**config.mk**
```make
export PLATFORM = sky130hd
export DESIGN_NAME = m3i_merge
export DESIGN_NICKNAME = d
export VERILOG_FILES = /design/src/rtl/core/m3i_pkg.sv /design/src/rtl/core/m3i_merge.sv
export SDC_FILE = /design/constraint.sdc
export NUM_CORES = 2
export LEC_CHECK = 0
export BUFFER_PORTS_ARGS = -buffer_cell sky130_fd_sc_hd__buf_2
export CORE_AREA = 2 2 631 633
export DETAILED_ROUTE_END_ITERATION = 7
export DIE_AREA = 0 0 633 635
export GPL_ROUTABILITY_DRIVEN = 0
export SETUP_SLACK_MARGIN = 0.02
export SLEW_MARGIN = 20
export SYNTH_ARGS = -nofsm -noshare
export SYNTH_HDL_FRONTEND = slang
export SYNTH_SLANG_ARGS = --single-unit
```
**constraint.sdc**
```tcl
create_clock -name vclk -period 25.5
set_input_delay 5.1 -clock vclk [all_inputs]
set_output_delay 5.1 -clock vclk [all_outputs]
set_load 0.01 [all_outputs]
```
**src/rtl/core/m3i_pkg.sv**
```systemverilog
// m3i_pkg: shared types and constants for the 3x3 matrix inverse core.
// No dependencies; compiled first.
package m3i_pkg;

  localparam int NUM_ELEM = 9;

  // determinant status, carried from the cofactor unit to the lanes
  typedef struct packed {
    logic neg;
    logic zero;
  } m3i_det_t;

  // per-lane status, carried from a divider lane to the merge stage
  typedef struct packed {
    logic neg;   // result sign
    logic ovf;   // quotient too wide for the lane
    logic sing;  // determinant was zero
  } m3i_lane_t;

endpackage

```
**src/rtl/core/m3i_merge.sv**
```systemverilog
// m3i_merge: rounds, signs and clips the nine lane quotients and merges the flags.
// Depends on m3i_pkg.
module m3i_merge #(
  parameter int DATA_WIDTH = 32
) (
  input  logic        [DATA_WIDTH:0]     q_i    [m3i_pkg::NUM_ELEM],
  input  logic        [3*DATA_WIDTH+2:0] rem_i  [m3i_pkg::NUM_ELEM],
  input  logic        [3*DATA_WIDTH+2:0] dabs_i,
  input  m3i_pkg::m3i_lane_t             st_i   [m3i_pkg::NUM_ELEM],
  output logic signed [DATA_WIDTH-1:0]   inv_o  [m3i_pkg::NUM_ELEM],
  output logic                           singular_o,
  output logic                           saturated_o
);
  import m3i_pkg::*;

  localparam int DW   = DATA_WIDTH;
  localparam int QW   = DW + 1;

  logic [QW:0] mag  [NUM_ELEM];
  logic [QW:0] lim  [NUM_ELEM];
  logic [QW:0] m    [NUM_ELEM];
  logic        clip [NUM_ELEM];
  logic        rup  [NUM_ELEM];

  always_comb begin
    saturated_o = 1'b0;
    singular_o  = st_i[0].sing;
    for (int i = 0; i < NUM_ELEM; i++) begin
      // round half away: bump when 2*rem >= |det|
      rup[i]  = ({rem_i[i], 1'b0} >= {1'b0, dabs_i});
      mag[i]  = {1'b0, q_i[i]} + {{QW{1'b0}}, rup[i]};
      lim[i]  = st_i[i].neg ? ((QW+1)'(1) << (DW-1)) : (((QW+1)'(1) << (DW-1)) - 1'b1);
      clip[i] = st_i[i].ovf || (mag[i] > lim[i]);
      m[i]    = clip[i] ? lim[i] : mag[i];
      if (st_i[0].sing) begin
        inv_o[i] = '0;
      end else begin
        inv_o[i] = st_i[i].neg ? DW'(-m[i]) : DW'(m[i]);
        saturated_o = saturated_o | clip[i];
      end
    end
  end

endmodule

```
==> Word level (Yosys, flattened, before mapping) <==
Index checks and enable logic that the tools add are counted.
{ "totals": {"mem_bits_ro": 0, "out_inout_bits": 290, "ramBits": 0, "reg_bits": 0, "in_bits": 1314, "latchBits": 0, "mem_count": 0} }
{ "op_classes": {"eq_ne": 0, "add_sub_neg": 18, "multipliers": 0, "bitwise_logic": 8, "reduce_logical": 9, "mux": 45, "shifts": 0, "order_cmp": 18, "div_mod_pow": 0} }
{ "op_table": {"columns": ["op", "count"], "rows": [
  ["2-to-1 mux 32 bit", 36],
  [">= comparator 100 x 99 -> 1 bit", 9],
  ["adder 33 x 1 -> 34 bit", 9],
  ["> comparator 34 x 32 -> 1 bit", 9],
  ["negator 32 bit", 9],
  ["logical OR 1 bit", 9],
  ["2-to-1 mux 1 bit", 9],
  ["OR 1 bit", 8]
]} }

==> Longest topological paths before layout <==
{ "logic_depth": {"word_depth": 21, "depth_mapped": 39, "depth_no_buf": 35} }

==> Worst setup path after synthesis <==
Ideal clock, no wire load.
{ "synth_path": {"path_type": "input to output", "from": "input port dabs_i[96]", "to": "output port inv_o[216] (netlist bit)", "path_buffers": 3, "setup_slack_ns": 7.787, "arrival_time_ns": 12.613, "path_stages": 35, "required_time_ns": 20.400, "path_cell_list": "inv_1 -> ha_1 -> nand4_1 -> nor4_1 -> nand3_1 -> or4_1 -> nor3_1 -> nand2_1 -> o211ai_1 -> a21oi_1 -> o2111ai_1 -> ha_1 -> ha_1 -> clkbuf_1 -> and2_1 -> nand4_1 -> or4_1 -> xor2_1 -> inv_1 -> ha_1 -> nand4_1 -> a2111o_1 -> a31oi_1 -> o21a_1 -> clkbuf_1 -> nor2_1 -> clkbuf_1 -> a21oi_1 -> ha_1 -> inv_1 -> nor2_1 -> nand4_1 -> or4_1 -> nand3_1 -> mux2_2"} }
{ "synth_rtl": {"columns": ["item", "line", "source"], "rows": [
  ["from (decl)", "m3i_merge.sv:8", "input logic [3*DATA_WIDTH+2:0] dabs_i,"],
  ["to (decl)", "m3i_merge.sv:10", "output logic signed [DATA_WIDTH-1:0] inv_o [m3i_pkg::NUM_ELEM],"]
]} }

==> flow_summary.toml <==
[run_status]
outcome = "finished, violations left"
violations = "design-rule violations"

[sta]
worst_pin_slew_ps = 1120
slew_headroom_pct = 24.3
timing.final.crit_share_pct = 86.7
final_hold_viol_count = 0
max_freq_mhz = 45.2
setup_slack_ps = 3390
fin_crit_ps = 22110
drv_slew = 0
tns_ps = 0
rsz0062_at_grt = "false"
hold-worst-slack_ps = 10730
finalSetupViolCount = 0

[critical_path]
crit_type = "input port to output port"
cp-start-kind = "input port"
path_max_fanout = 51
cpPeakStageDelay_ps = 720
crit_path_end = "inv_o[244]"
endpoint_kind = "output port"
cp_slowest_cell = "o21ai_2"
worstSetupStartpoint = "dabs_i[81]"
cp.arrival_ps = 17010
worst_path_most_repeated_cell = "ha_1"
worstPathRequired_ps = 20400

[floorplanning]
die_y_um = 635
start_util_pct = 11.7
dieArea_mm2 = 0.402
core-area_mm2 = 0.395
die_w_um = 633
pin_count = 1604
rows = 231

[cells_and_area]
drive_above_1_share_pct = 23.3
area_growth_pct = 33.9
fillerInstances = 45900
fin_util_pct = 15.7
nets = 10500
clkbuf_count = 0
seq_cells = 0
seq_area_um2 = 0
finalNonFillerCells = 13600
fin_area_mm2 = 0.0619

[logic_synthesis]
synthTopCellsByCount = "ha_1, a21oi_1, nand2_1"
synthesis.nets = 9024
syn_area_mm2 = 0.0462
yosys.area.top_type = "ha_1"
ys_warn_count = 0
synth.most_common_cell = "ha_1"
synthTopCellsByArea = "ha_1, a21o_1, a21oi_1"
ys_seq_area_share_pct = 0
syn_avg_cell_area_um2 = 7.10
synthCells = 6513
synth.distinct_cells = 94
synth_top_area_share_pct = 32.4

[drt]
viasPerCell = 4.53
drc = 2
ant_nets = 0
wl_per_cell_um = 26.1
first_iter_violations = 6207
drt-pass1-iter-count = 8
finalWirelength_mm = 355
num_vias = 61700

[pwr]
clockPowerShare_pct = 0
power_mw = 1.08
p_int_mw = 0.397
seqPwrFrac_pct = 0
ir_worst_vdd_mv = 0.0130
p_sw_mw = 0.682
p_per_area_mw_per_mm2 = 17.4
swShare_pct = 63.2
p_comb_share_pct = 100.0
p_leak_nw = 28.5

[placed_design]
place_ws_ps = 3210
dp_hpwl_mm = 318
placed_cells = 13300
port_buffers = 1596
post_dp_cell_area_mm2 = 0.0610

[clocking]
ctsHoldBuffers = 0
cts_resized = 0
post-cts-setup-buffers = 0

[hold_path]
hp-class = "input port to output port"

[grt]
grt_pass1_vias = 56400
grt_first_pass_wirelength_mm = 467
antenna_found_initial = 230
grt_max_degree = 102
overflow = 0
gr-usage-all-layers_pct = 16.7

[job]
maxCapViolations = 0
power by group through the flow:
stage	Combinational [mW]	Clock [mW]	Sequential, mW
floorplan	0.567	0	0
global placement	1.06	0	0
detailed placement	1.07	0	0
CTS	1.08	0	0
global route	1.19	0.00000144	0
finish	1.08	0.00000175	0
cell families (layout without fill, tap and decap cells):
logic type                 after synthesis  count (layout)  share of synthesized area [%]
muxes                                   89              89                           1.97
AOI/OAI and AO/OA                     1945            1945                           27.7
xor gates and xnor gates               295             295                           5.59
other                                    0             343                              0
buffers and inverters                  605            2103                           5.07
and+or+nand+nor                       2382            2382                           27.3
adders and majority gates             1197            1197                           32.4
how the worst min path moves through the flow:
stage | end | cells past startpoint | slack (ps) | start
5_1_grt | inv_o[175] | 3 | 10760 | st_i[24]
6_report | inv_o[175] | 3 | 10730 | st_i[24]
3_3_place_gp | inv_o[189] | 5 | 10720 | q_i[194]
4_1_cts | inv_o[175] | 3 | 10720 | st_i[24]
3_5_place_dp | inv_o[175] | 3 | 10720 | st_i[24]
2_1_floorplan | singular_o | 1 | 10290 | st_i[24]
critical path, delay by kind of cell:
kind / cells / cell delay, ps
AO/OA/AOI/OAI: 10 / 3110
buffers and inverters: 9 / 2450
AND/OR/NAND/NOR: 14 / 4110
adder cells (fa/ha/maj): 5 / 1620
XOR/XNOR: 1 / 420
layout make-up:
class / instances / area (um^2) / share of cell area (%)
timing repair buffer: 1745 / 9130 / 14.7
antenna: 343 / 858 / 1.39
multi-input combinational: 5908 / 44000 / 71.1
tap: 5242 / 6560 / 10.6
inverter: 358 / 1350 / 2.17
layout by cell type (no fill, tap or decap), types with 45 or more instances in the layout:
cell type	n
o21ai_0	324
or3_1	62
and2_1	54
a31oi_1	63
buf_4	148
mux2i_1	74
nor4_1	125
a211oi_1	96
nor2_1	415
xnor2_1	180
nand2_1	439
nand3_1	300
and4_1	74
inv_1	345
nor2b_1	79
buf_2	1595
a221oi_1	66
nor3_1	181
a21oi_1	551
xor2_1	115
o21a_1	49
o211ai_1	67
nand4_1	376
and3_1	72
diode_2	343
ha_1	1197
nand2b_1	45
a21o_1	406
layer usage:
| layer | vias up | share of wire (%) | wire length, um | global-route usage [%] |
|---|---|---|---|---|
| li1 | 28700 | - | - | - |
| met1 | 28600 | 35 | 125000 | 17.8 |
| met2 | 3459 | 48 | 172000 | 28.9 |
| met3 | 813 | 8.2 | 29200 | 3.77 |
| met4 | 76 | 8.1 | 28700 | 12.2 |
| met5 | - | 0.16 | 562 | 0.729 |
No activity file was read; power rests on OpenSTA's default activity.
